**src/rtl/rkcpd_pkg.sv**
```systemverilog
// Package for the rain kernel convolution / peak detect block.
// Widths, register and function codes, FSM states and inter-module structs.
// No dependencies.
package rkcpd_pkg;

    localparam int MAX_TAPS   = 256;
    localparam int TAP_W      = $clog2(MAX_TAPS);
    localparam int FILL_W     = TAP_W + 1;
    localparam int RAIN_BITS  = 16;
    localparam int COEF_BITS  = 16;
    localparam int RAIN_FRAC  = 4;
    localparam int OUT_FRAC   = 16;
    localparam int PROD_W     = RAIN_BITS + COEF_BITS;
    localparam int ACC_W      = PROD_W + TAP_W;
    localparam int OUT_W      = 48;
    localparam int OUT_RSHIFT = RAIN_FRAC + COEF_BITS - OUT_FRAC;

    localparam int CFG_ADDR_W = 1;
    localparam int CFG_DATA_W = 9;

    localparam logic [CFG_ADDR_W-1:0] CFG_KLEN = 1'b0;
    localparam logic [CFG_ADDR_W-1:0] CFG_SKIP = 1'b1;

    localparam logic FUNC_COEF = 1'b0;
    localparam logic FUNC_RAIN = 1'b1;

    typedef enum logic [1:0] {
        ST_IDLE,
        ST_RUN,
        ST_DRAIN,
        ST_FINISH
    } t_state;

    typedef struct packed {
        logic rotate;   // ring shift toward cell 0, cell 0 wraps to the far end
        logic insert;   // shift away from cell 0, new sample enters cell 0
    } t_cell_ctl;

    typedef struct packed {
        logic                 en;
        logic [TAP_W-1:0]     addr;
        logic [COEF_BITS-1:0] data;
    } t_coef_wr;

    typedef struct packed {
        logic             clear;
        logic             en;
        logic [TAP_W-1:0] rd_addr;
    } t_mac_ctl;

endpackage

```
**src/rtl/rkcpd_mac.sv**
```systemverilog
// Coefficient memory and the shared multiply-accumulate pipeline.
// Depends on rkcpd_pkg.
module rkcpd_mac
    import rkcpd_pkg::*;
(
    input  logic                 i_clk,
    input  logic                 i_rst_n,
    input  t_coef_wr             i_wr,
    input  t_mac_ctl             i_ctl,
    input  logic [RAIN_BITS-1:0] i_rain,
    output logic [ACC_W-1:0]     o_acc
);

    logic [COEF_BITS-1:0] r_coef [MAX_TAPS];
    logic [COEF_BITS-1:0] r_coef_rd;
    logic [RAIN_BITS-1:0] r_rain_a;
    logic                 r_v_a;
    logic [PROD_W-1:0]    r_prod;
    logic                 r_v_b;
    logic [ACC_W-1:0]     r_acc;

    always_ff @(posedge i_clk) begin
        if (i_wr.en) begin
            r_coef[i_wr.addr] <= i_wr.data;
        end
    end

    // stage A: coefficient read lines up with the sample leaving cell 0
    always_ff @(posedge i_clk) begin
        r_coef_rd <= r_coef[i_ctl.rd_addr];
        r_rain_a  <= i_rain;
        r_prod    <= PROD_W'(r_coef_rd) * PROD_W'(r_rain_a);
    end

    always_ff @(posedge i_clk) begin
        if (!i_rst_n) begin
            r_v_a <= 1'b0;
            r_v_b <= 1'b0;
        end else begin
            r_v_a <= i_ctl.en;
            r_v_b <= r_v_a;
        end
    end

    always_ff @(posedge i_clk) begin
        if (i_ctl.clear) begin
            r_acc <= '0;
        end else if (r_v_b) begin
            r_acc <= r_acc + ACC_W'(r_prod);
        end
    end

    assign o_acc = r_acc;

endmodule

```
**config.mk**
```make
export PLATFORM = sky130hd
export DESIGN_NAME = rkcpd_mac
export DESIGN_NICKNAME = d
export VERILOG_FILES = /design/src/rtl/rkcpd_pkg.sv /design/src/rtl/rkcpd_mac.sv
export SDC_FILE = /design/constraint.sdc
export NUM_CORES = 2
export LEC_CHECK = 0
export BUFFER_PORTS_ARGS = -buffer_cell sky130_fd_sc_hd__buf_4
export CORE_ASPECT_RATIO = 0.9
export CORE_MARGIN = 2
export CORE_UTILIZATION = 42
export CTS_CLUSTER_DIAMETER = 40
export DETAILED_ROUTE_END_ITERATION = 7
export MAX_ROUTING_LAYER = met4
export PLACE_DENSITY_LB_ADDON = 0.3
export SLEW_MARGIN = 15
export SYNTH_ARGS = -nofsm -noshare
export SYNTH_HDL_FRONTEND = slang
export SYNTH_SLANG_ARGS = --single-unit
```
**constraint.sdc**
```tcl
create_clock -name i_clk -period 11.2 [get_ports i_clk]
set_input_delay 2.24 -clock i_clk [delete_from_list [all_inputs] [get_ports i_clk]]
set_output_delay 2.24 -clock i_clk [all_outputs]
set_load 0.01 [all_outputs]
```
==> flow_summary.yaml <==
logic_synthesis:
  yosysTopAreaCellShare: 0.7254
  ys_top_cells_by_count: "edfxtp_1, mux4_2, nor2_1"
  synth_enable_flop_cells: 4096
  synth_area_mm2: 0.1696
  syn_inst: 7674
  synth_nets: 8058
  yosys-top-cells-area: "edfxtp_1, mux4_2, fa_1"
  avgSynthCellArea_um2: 22.09
  yosysUniqueCellTypes: 58
  ys_warn_count: 0
  ys_seq_area_frac: 0.7380
  async_flop_share: 0
  synth_flop_cell: "edfxtp_1"
  synth.most_common_cell: "edfxtp_1"
  yosys.area.top_type: "edfxtp_1"
  synth_seq_cells: 4202
placement:
  portBuffers: 92
  hpwl_um: 253400
  place_area_mm2: 0.1784
  gp_congestion: 0.8503
  numPlacedInstances: 13070
clock_tree:
  clk_latency_ns: 1.00
  cts_hold_buf: 0
  cts_tree: "yes"
  cts_setup_buffers: 0
  clkTransAtPathRegs_ns: 0.05
  clock_sinks: 4202
  h-tree-depth: 5
  cts_resized: 0
  ctsLongestPathBuffers: 4
  cts_root_buffer: "clkbuf_16"
  cts_made_buffers: 481
critical_path:
  slowest_stage: "dfxtp_1"
  reg2reg_slack_ns: 4.60
  slowest_delay_ns: 0.81
  critical-path-top-delay-family: "adder cells"
  worstPathRequired_ns: 12.04
  critPathCaptureType: "register"
  crit_chain: "nand2_1 > fa_1 > fa_1 > fa_1 > fa_1 > inv_1 > fa_1 > inv_1 > fa_1 > inv_1 > ha_1 > a21oi_1 > a31oi_1 > o21ai_0 > o21ai_0 > o21ai_0 > o21bai_1 > a211oi_1 > xnor2_1"
  crit_fanout: 16
  path_buf_inv: 3
  rr_endpoint: "r_prod[31]$_DFF_P_"
  r2r_start: "r_coef_rd[10]$_DFF_P_"
  worstSetupStartpointType: "register"
  path_common_cell: "fa_1"
  critPathKind: "register to register"
  reg2reg_depth: 19
  arrival_ns: 7.44
outcome:
  run_status: "finished clean"
sta:
  final_hold_viol_count: 0
  rsz0062_at_grt: "false"
  setup-tns-final_ns: 0
  finalSetupViolCount: 0
  clock.fmax_mhz: 151.6
  worst_clock_skew_ns: 0.07140
  tightest_slew_ns: 1.317
  period_needed_ns: 6.598
  finalMaxSlewViolations: 0
  slew_headroom: 0.1189
  period_share: 0.5891
die:
  initial_core_util: 0.4214
  core_mm2: 0.4023
  io_pins: 93
  dieArea_mm2: 0.4088
  die_x_um: 673.7
  fp.dieH_um: 606.8
  std_cell_rows: 221
route:
  drc: 0
  drt_first_pass_iters: 6
  drt_iter0_markers: 10690
  vias_per_cell: 5.909
  antenna_left: 0
  vias: 82650
  routed_wl_um: 435400
  post_drt_wl_per_cell_um: 31.13
grt:
  antenna_found_initial: 47
  grt_pass1_wl_um: 620900
  grt_pass1_vias: 83130
  gr-total-overflow: 0
  grt_use_total: 0.2181
  grt_max_degree: 173
power:
  power_uw: 43700
  irDropWorstVdd_mv: 0.7855
  p_leak_uw: 0.06255
  p_per_area_mw_per_mm2: 224.1
finish:
  multi_input_area_mm2: 0.04196
  instances_no_fill: 13990
  final_util: 0.4846
  fin_area_mm2: 0.1950
  drive_gt1_frac: 0.3107
  nNetsFinal: 8586
  seqCellArea_mm2: 0.1251
  fillerInstances: 31950
  syn2layout_area_growth_pct: 14.99
min_path:
  holdPathEnd: "r_v_b$_SDFF_PN0_"
  hp-class: "register to register"
  hold_depth: 1
  hp-start: "r_v_a$_SDFF_PN0_"
run:
  max_cap_violations: 0
cell usage in the layout, fill, tap and decap left out, drive strengths merged, types with 6 or more instances in the layout:
master	netlist	routed
dfxtp	106	106
bufinv	0	62
nand4	18	18
clkbuf	254	540
clkinvlp	0	52
nor3	6	6
ha	136	136
xor2	14	14
xnor2	37	37
nand3	41	41
mux2	66	66
o221a	16	16
o22ai	34	34
inv	243	328
and2	120	120
diode	0	22
or3	7	7
nand2b	12	12
a211oi	14	14
nor2	348	348
mux4	1312	1312
o21bai	12	12
mux2i	21	21
clkinv	0	156
o21a	7	7
a21oi	61	61
a31oi	15	15
nand2	196	196
edfxtp	4096	4096
a21o	20	20
fa	195	195
buf	149	447
o21ai	45	45
nor2b	22	22
worst max-delay path by stage:
stage | start | to | cells after the start
final | r_coef_rd[10]$_DFF_P_ | r_prod[31]$_DFF_P_ | 19
after global routing | r_coef_rd[10]$_DFF_P_ | r_prod[31]$_DFF_P_ | 19
after CTS | r_coef_rd[10]$_DFF_P_ | r_prod[31]$_DFF_P_ | 19
after detailed placement | i_ctl[1] | r_coef_rd[10]$_DFF_P_ | 9
after global placement | i_ctl[1] | r_coef_rd[10]$_DFF_P_ | 9
after floorplan | r_rain_a[1]$_DFF_P_ | r_prod[31]$_DFF_P_ | 20
stage by stage:
stage	setup slack, ns	hold slack [ns]
detailed placement	4.201	0.4246
CTS	4.609	0.4359
global route	4.166	0.4604
floorplan	5.495	0.4118
global placement	4.209	0.4169
finish	4.602	0.4333
routing by layer:
metal  vias up  part of all wire  track usage
met4         0             0.025      0.05699
met5         -                 0            -
met3       629             0.086      0.03618
met2      4097              0.48       0.3386
met1     44960              0.41       0.3030
li1      32960                 -            -
report_power, final:
part | switching [µW] | internal [µW] | total, µW | leakage [µW]
combinational | 5790 | 4230 | 10000 | 0.0170
sequential | 115 | 17500 | 17600 | 0.0377
clock | 6570 | 9480 | 16100 | 0.00790
total | 12500 | 31200 | 43700 | 0.0625
worst register-to-register path: stages, from the launching register on:
cell,delay (ns)
dfxtp_1,0.81
nand2_1,0.21
fa_1,0.55
fa_1,0.59
fa_1,0.45
fa_1,0.55
inv_1,0.05
fa_1,0.48
inv_1,0.05
fa_1,0.47
inv_1,0.04
ha_1,0.37
a21oi_1,0.12
a31oi_1,0.21
o21ai_0,0.18
o21ai_0,0.53
o21ai_0,0.26
o21bai_1,0.27
a211oi_1,0.13
xnor2_1,0.14
state kept, by name, summed over array words and instances (netlist names):
| register | cells |
|---|---|
| r_coef | 4096 |
| o_acc | 40 |
| r_prod | 32 |
| r_coef_rd | 16 |
| r_rain_a | 16 |
| r_v_a | 1 |
| r_v_b | 1 |
final cells by class:
class / instances / share of cell area
repair buffers: 448 / 0.01935
inverters: 243 / 0.004678
well taps: 5352 / 0.03435
clock inverters: 355 / 0.02113
clock buffers: 539 / 0.06329
diodes: 22 / 0.0002824
flip-flops and latches: 4202 / 0.6417
multi-input cells: 2826 / 0.2152
cell families (layout without fill, tap and decap cells):
family          after synthesis  in the layout  synth area share
mux                        1399           1399            0.1799
fa+ha+maj                   331            331           0.03306
xor+xnor                     51             51          0.002635
compound gates              255            255          0.009911
flops                      4202           4202            0.7380
simple gates                790            790           0.02089
other cells                   0             22                 0
buf+inv                     646           1585           0.01565
Power figures use the tool's default switching activity.
