### src/rtl/rkcpd_pkg.sv
// Package for the rain kernel convolution / peak detect block.
// Widths, register and function codes, FSM states and inter-module structs.
// No dependencies.
package rkcpd_pkg;

    localparam int MAX_TAPS   = 256;
    localparam int TAP_W      = $clog2(MAX_TAPS);
    localparam int FILL_W     = TAP_W + 1;
    localparam int RAIN_BITS  = 16;
    localparam int COEF_BITS  = 16;
    localparam int RAIN_FRAC  = 4;
    localparam int OUT_FRAC   = 16;
    localparam int PROD_W     = RAIN_BITS + COEF_BITS;
    localparam int ACC_W      = PROD_W + TAP_W;
    localparam int OUT_W      = 48;
    localparam int OUT_RSHIFT = RAIN_FRAC + COEF_BITS - OUT_FRAC;

    localparam int CFG_ADDR_W = 1;
    localparam int CFG_DATA_W = 9;

    localparam logic [CFG_ADDR_W-1:0] CFG_KLEN = 1'b0;
    localparam logic [CFG_ADDR_W-1:0] CFG_SKIP = 1'b1;

    localparam logic FUNC_COEF = 1'b0;
    localparam logic FUNC_RAIN = 1'b1;

    typedef enum logic [1:0] {
        ST_IDLE,
        ST_RUN,
        ST_DRAIN,
        ST_FINISH
    } t_state;

    typedef struct packed {
        logic rotate;   // ring shift toward cell 0, cell 0 wraps to the far end
        logic insert;   // shift away from cell 0, new sample enters cell 0
    } t_cell_ctl;

    typedef struct packed {
        logic                 en;
        logic [TAP_W-1:0]     addr;
        logic [COEF_BITS-1:0] data;
    } t_coef_wr;

    typedef struct packed {
        logic             clear;
        logic             en;
        logic [TAP_W-1:0] rd_addr;
    } t_mac_ctl;

endpackage

### src/rtl/rkcpd_cell.sv
// One rain history cell: holds one sample, shifts either way to a neighbor.
// Depends on rkcpd_pkg.
module rkcpd_cell
    import rkcpd_pkg::*;
(
    input  logic                 i_clk,
    input  t_cell_ctl            i_ctl,
    input  logic [RAIN_BITS-1:0] i_from_lo,
    input  logic [RAIN_BITS-1:0] i_from_hi,
    output logic [RAIN_BITS-1:0] o_q
);

    logic [RAIN_BITS-1:0] r_q;

    always_ff @(posedge i_clk) begin
        if (i_ctl.insert) begin
            r_q <= i_from_lo;
        end else if (i_ctl.rotate) begin
            r_q <= i_from_hi;
        end
    end

    assign o_q = r_q;

endmodule

### config.mk
export PLATFORM = sky130hd
export DESIGN_NAME = rkcpd_cell
export DESIGN_NICKNAME = d
export VERILOG_FILES = /design/src/rtl/rkcpd_pkg.sv /design/src/rtl/rkcpd_cell.sv
export SDC_FILE = /design/constraint.sdc
export NUM_CORES = 1
export LEC_CHECK = 0
export BUFFER_PORTS_ARGS = -buffer_cell sky130_fd_sc_hd__clkbuf_2
export CORE_MARGIN = 4
export CORE_UTILIZATION = 39
export CTS_BUF_LIST = sky130_fd_sc_hd__clkbuf_4 sky130_fd_sc_hd__clkbuf_8 sky130_fd_sc_hd__clkbuf_16
export DETAILED_ROUTE_END_ITERATION = 12
export GPL_ROUTABILITY_DRIVEN = 0
export HOLD_SLACK_MARGIN = 0.15
export PLACE_DENSITY = 0.76
export SLEW_MARGIN = 10
export SYNTH_ARGS = -nofsm -noshare
export SYNTH_HDL_FRONTEND = slang
export SYNTH_SLANG_ARGS = --single-unit
### constraint.sdc
create_clock -name i_clk -period 1.87 [get_ports i_clk]
set_clock_uncertainty 0.15 [all_clocks]
set_input_delay 0.2805 -clock i_clk [delete_from_list [all_inputs] [get_ports i_clk]]
set_output_delay 0.2805 -clock i_clk [all_outputs]
set_load 0.05 [all_outputs]
==> metrics.csv, run 1 <==
metric,value,unit
cp_cell_sequence,dlygate4sd3_1 > clkbuf_2 > mux2_2 > dlygate4sd3_1,
insertedDiodeCount,0,
wl_met2,1136,µm
synth-seq-cells,16,
clock-sinks,16,
post_cts_buffers,0,
drc,0,
syn_nets,70,
hold_class,input pin to flip-flop,
synth_cell_types,6,
rsz0062_at_grt,false,
highest_layer,met4,
status,"finished, final reports clean",
tightest_slew,0.6820,ns
final_util,74.84,%
path_class,input pin to flip-flop,
syn_area,732.0,µm²
rows,15,
relSlewSlack,54.54,%
ir_worst_vdd,0.0003691,V
largest_register_ffs,16,
fin_crit_sh,98.71,%
core_area,1745,µm²
grt_pass1_wl,2904,µm
initial_utilization,41.94,%
dr.first_iter.drc_count,3,
final_common_cell,clkbuf_2,
wl_met3,118,µm
tns,0,ns
yosysSeqAreaShare,65.64,%
finalSetupViolations,0,
drtPass1Iterations,3,
syn_to_final_growth,78.46,%
final_hold_viol_count,0,
leakage,0.6152,nW
cp_max_fo,1,
vias,599,
yosysWarnings,0,
ant_nets,0,
cp-end-kind,flip-flop,
cts_tree,yes,
drive_above_1_share,59.83,%
layout_common_cells,"50 x clkbuf_2, 29 x dlygate4sd3_1, 16 x edfxtp_1",
htree_levels,1,
critPathSlowestCell,dlygate4sd3_1,
clockBufferDepth,2,
finalCriticalPeriod,1.846,ns
die_x,51.32,µm
ctsResizeCount,0,
crit_arrival,1.74,ns
cts_buffers,3,
netlist_instances,35,
grt_usage,16.22,%
fin_area,1306,µm²
dieHeight,51.32,µm
wl_met1,651,µm
antenna_found_initial,0,
cts_root_buf,clkbuf_4,
vias_per_cell,4.218,
crit_path_start_kind,input pin,
die_area,2634,µm²
io_pins,51,
grt_pass1_vias,637,
dpl_cell_area,989.7,µm²
wl_per_cell,13.67,µm
cpPeakStageDelay,0.57,ns
fmax,541.7,MHz
fin_nets,153,
maxCapViolations,0,
portBuffers,50,
crit_top_cell,dlygate4sd3_1,
power.density,741.4,nW/µm²
worstPathRequired,1.76,ns
maxSlewViolCount,0,
wirelength,1941,µm
synth_area_per_cell,20.91,µm²
overflow,0,
grt_start_max_net_pins,17,
clk_pin_slew,0.10,ns
## area by class of cell
type                    instances  area (µm²)
repair buffers                 80       548.0
fillers                       118       439.2
clock inverters                 1       3.754
flip-flops and latches         16       480.5
well taps                      25       31.28
clock buffers                   3       22.52
multi-input cells              17       220.2
## metal layers
layer  vias up  GRT usage, %
li1        299             -
met1       267         16.07
met2        29         30.90
met3         4         3.207
met4         0         9.170
met5         -             0
## synthesized netlist by cell type
master	number	area share [%]
or2_1	1	0.86
buf_6	1	1.5
mux2_2	7	11
mux2_4	9	18
edfxtp_1	16	66
buf_12	1	2.7
## report_power, final
part,switching (mW),internal [mW]
clock,0.114,0.0776
sequential,0.0110,0.440
combinational,0.193,0.133
## stage by stage
stage / total power, mW / std cells / hold WS, ns / worst slack (ns)
2_1_floorplan: 0.6557 / 35 / 0.3480 / 0.3983
3_3_place_gp: 0.7230 / 109 / 0.4332 / 0.3531
3_5_place_dp: 0.7277 / 109 / 0.4365 / 0.2902
4_1_cts: 0.9657 / 141 / 0.1503 / 0.05598
5_1_grt: 1.009 / 142 / 0.1539 / 0.01026
6_report: 0.9685 / 142 / 0.1485 / 0.02406
## timing repair
action	CTS	global route
hold endpoints to repair	14	1
setup endpoints to repair	0	1
hold buffers	28	2
## cells by family (layout without fill, tap and decap cells)
logic type,after synthesis,count (layout),synth area share [%]
muxes,16,16,29.23
DFF,16,16,65.64
buffers and inverters,2,84,4.274
and+or+nand+nor,1,1,0.8552
## worst paths after layout
path | start | cells past startpoint | to | slack [ns]
worst min-delay path | i_from_lo[4] | 2 | o_q[4]$_DFFE_PP_ | 0.15
worst max-delay path | i_from_lo[1] | 4 | o_q[1]$_DFFE_PP_ | 0.02
## worst max-delay path: cells and delay by family
kind | cells | cell delay, ns
buffers and inverters | 3 | 1.20
multiplexers | 1 | 0.26
(Power assumes the default switching activity.)
==> run 2, diff against run 1 <==
--- a/config.mk
+++ b/config.mk
@@ -5,6 +5,7 @@
 export SDC_FILE = /design/constraint.sdc
 export NUM_CORES = 1
 export LEC_CHECK = 0
+export ABC_AREA = 1
 export BUFFER_PORTS_ARGS = -buffer_cell sky130_fd_sc_hd__clkbuf_2
 export CORE_MARGIN = 4
 export CORE_UTILIZATION = 39
@@ -12,7 +13,7 @@
 export DETAILED_ROUTE_END_ITERATION = 12
 export GPL_ROUTABILITY_DRIVEN = 0
 export HOLD_SLACK_MARGIN = 0.15
-export PLACE_DENSITY = 0.76
+export PLACE_DENSITY = 0.77
 export SLEW_MARGIN = 10
 export SYNTH_ARGS = -nofsm -noshare
 export SYNTH_HDL_FRONTEND = slang
==> run 2 against run 1 <==
Net effect: hold slack improved by 0.48 ns; clock power fell by 8%; setup slack improved by 0.14 ns; cell count rose by 25%; via count rose by 27%.
==> metrics.csv, run 2 <==
metric,value,unit,change
status,"finished, final reports clean",,
die_x,51.29,µm,about the same
whs,0.6289,ns,+0.4803 ns
worstHoldStart,i_ctl[1],,
yosys.area.top_type,edfxtp_1,,
grt_usage,16.84,%,+0.62 points
grt_start_max_net_pins,18,,+1
final_common_cell,clkbuf_2,,
clockBufferDepth,2,,unchanged
hold_class,input pin to flip-flop,,
drc,0,,unchanged
htree_levels,1,,unchanged
path_class,input pin to flip-flop,,
synthTopCellsByCount,"43 x nand2_1, 16 x edfxtp_1, 5 x nand2_2, 2 x buf_6",,
finalSetupViolations,0,,unchanged
syn_area,730.7,µm²,-0.17%
async_flop_share,0,%,unchanged
gr-max-usage-layer,met2,,
vias,760,,+27%
ir_worst_vdd,0.0003468,V,-6.0%
crit_path_start_kind,input pin,,
wirelength,2035,µm,+4.8%
antenna_found_initial,0,,unchanged
relSlewSlack,56.75,%,+2.2 points
synth_top_area_share,65.75,%,+0.11 points
clk_pin_slew,0.08,ns,-0.02 ns
synth_area_leaders,"edfxtp_1 66%, nand2_1 22%, nand2_2 4.3%",,
netlist_instances,69,,+97%
cp_max_fo,1,,unchanged
grt_pass1_wl,3201,µm,+10%
initial_utilization,41.86,%,-0.072 points
vias_per_cell,4.294,,+1.8%
setup_ws,0.1671,ns,+0.1430 ns
drive_above_1_share,39.47,%,-20 points
tightest_slew,0.6488,ns,-0.03317 ns
fillCellCount,112,,-5.1%
final_hold_viol_count,0,,unchanged
synth_cell_types,7,,+1
ant_nets,0,,unchanged
synth-edff-count,16,,unchanged
use_met3,2.624,%,-0.58 points
whs_path_depth,2,,unchanged
leakage,0.6797,nW,+10%
fin_crit_sh,91.07,%,-7.6 points
dp_cells,142,,+30%
cts_root_buf,clkbuf_4,,
syn_to_final_growth,80.65,%,
cts_tree,yes,,
crit_arrival,1.59,ns,-0.15 ns
largest_register_ffs,16,,unchanged
yosysMostFrequentCell,nand2_1,,
hpwl,1260,µm,
grt_pass1_vias,718,,+13%
wl_per_cell,11.50,µm,-16%
clock-sinks,16,,unchanged
maxCapViolations,0,,unchanged
hold_path_end,o_q[2]$_DFFE_PP_,,
synth_area_per_cell,10.59,µm²,-49%
insertedDiodeCount,0,,unchanged
core_area,1745,µm²,unchanged
fin_cells,177,,+25%
rsz0062_at_grt,false,,
grt_use_met1,18.32,%,+2.2 points
portBuffers,50,,unchanged
worstPathRequired,1.76,ns,about the same
cts_buffers,3,,unchanged
die_area,2630,µm²,-0.14%
overflow,0,,unchanged
power.density,721.4,nW/µm²,-2.7%
yosysSeqAreaShare,65.75,%,+0.11 points
p_total,0.9522,mW,-1.7%
fin_nets,189,,+24%
yosysWarnings,0,,unchanged
rows,15,,unchanged
finalCriticalPeriod,1.703,ns,-0.1430 ns
fmax,587.2,MHz,+8.4%
dp_slack,0.4515,ns,+0.1613 ns
dr.first_iter.drc_count,25,,+22
syn_nets,104,,+49%
io_pins,51,,unchanged
layout_common_cells,"50 x clkbuf_2, 43 x nand2_1, 32 x dlygate4sd3_1",,
ys.flop_type,edfxtp_1,,
cp-end-kind,flip-flop,,
drtPass1Iterations,4,,+1
maxSlewViolCount,0,,unchanged
ctsResizeCount,0,,unchanged
synth-seq-cells,16,,unchanged
post_cts_buffers,0,,unchanged
tns,0,ns,unchanged
use_met2,31.33,%,+0.43 points
dieHeight,51.29,µm,about the same
[run 2: cells by family after synthesis]
group         Yosys count  share of synthesized area [%]
flops                  16                          65.75
buf+inv                 4                          7.021
simple gates           49                          27.23
[run 2: what timing repair did]
action,4_1_cts,5_1_grt
hold buffers,32,0
hold endpoints to repair,16,0
setup endpoints to repair,0,0
[run 2: worst max-delay path, cell delays in order]
cell and delay, ns:
dlygate4sd3_1 0.53, clkbuf_2 0.10, nand2_1 0.05, nand2_1 0.05
dlygate4sd3_1 0.56
[run 2: per-stage QoR]
step | utilization [%] | instance area [µm²]
after floorplan | - | 730.7
after global placement | 55.99 | 977.2
after detailed placement | 55.99 | 977.2
after CTS | 75.63 | 1320
after global routing | 75.63 | 1320
final | 75.63 | 1320
[run 2: worst max-delay path by stage]
stage	depth (start not counted)	from	slack [ns]	end
finish	5	i_from_hi[1]	0.17	o_q[1]$_DFFE_PP_
global route	5	i_from_lo[3]	0.11	o_q[3]$_DFFE_PP_
floorplan	2	i_ctl[0]	0.53	o_q[0]$_DFFE_PP_
global placement	2	i_ctl[0]	0.48	o_q[6]$_DFFE_PP_
CTS	5	i_from_lo[15]	0.19	o_q[15]$_DFFE_PP_
detailed placement	2	i_ctl[0]	0.45	o_q[3]$_DFFE_PP_
[run 2: cell type report]
cell class	count	area, µm²	area share, %
inverters	1	8.758	0.6635
multi-input cells	49	198.9	15.07
clock buffers	3	22.52	1.706
well taps	25	31.28	2.370
repair buffers	83	578.1	43.79
flip-flops and latches	16	480.5	36.40
[run 2: power by group]
group,total [mW],switching [mW],internal (mW),leakage (nW)
logic,0.328,0.209,0.119,0.501
registers,0.450,0.00972,0.440,0.165
clock network,0.175,0.100,0.0749,0.0138
total,0.952,0.318,0.634,0.680
[run 2: routing by layer]
layer / part of all wire [%] / up-vias
met5: 0 / -
met4: 0.84 / 0
met3: 6.8 / 2
met2: 54 / 32
met1: 38 / 340
li1: - / 386
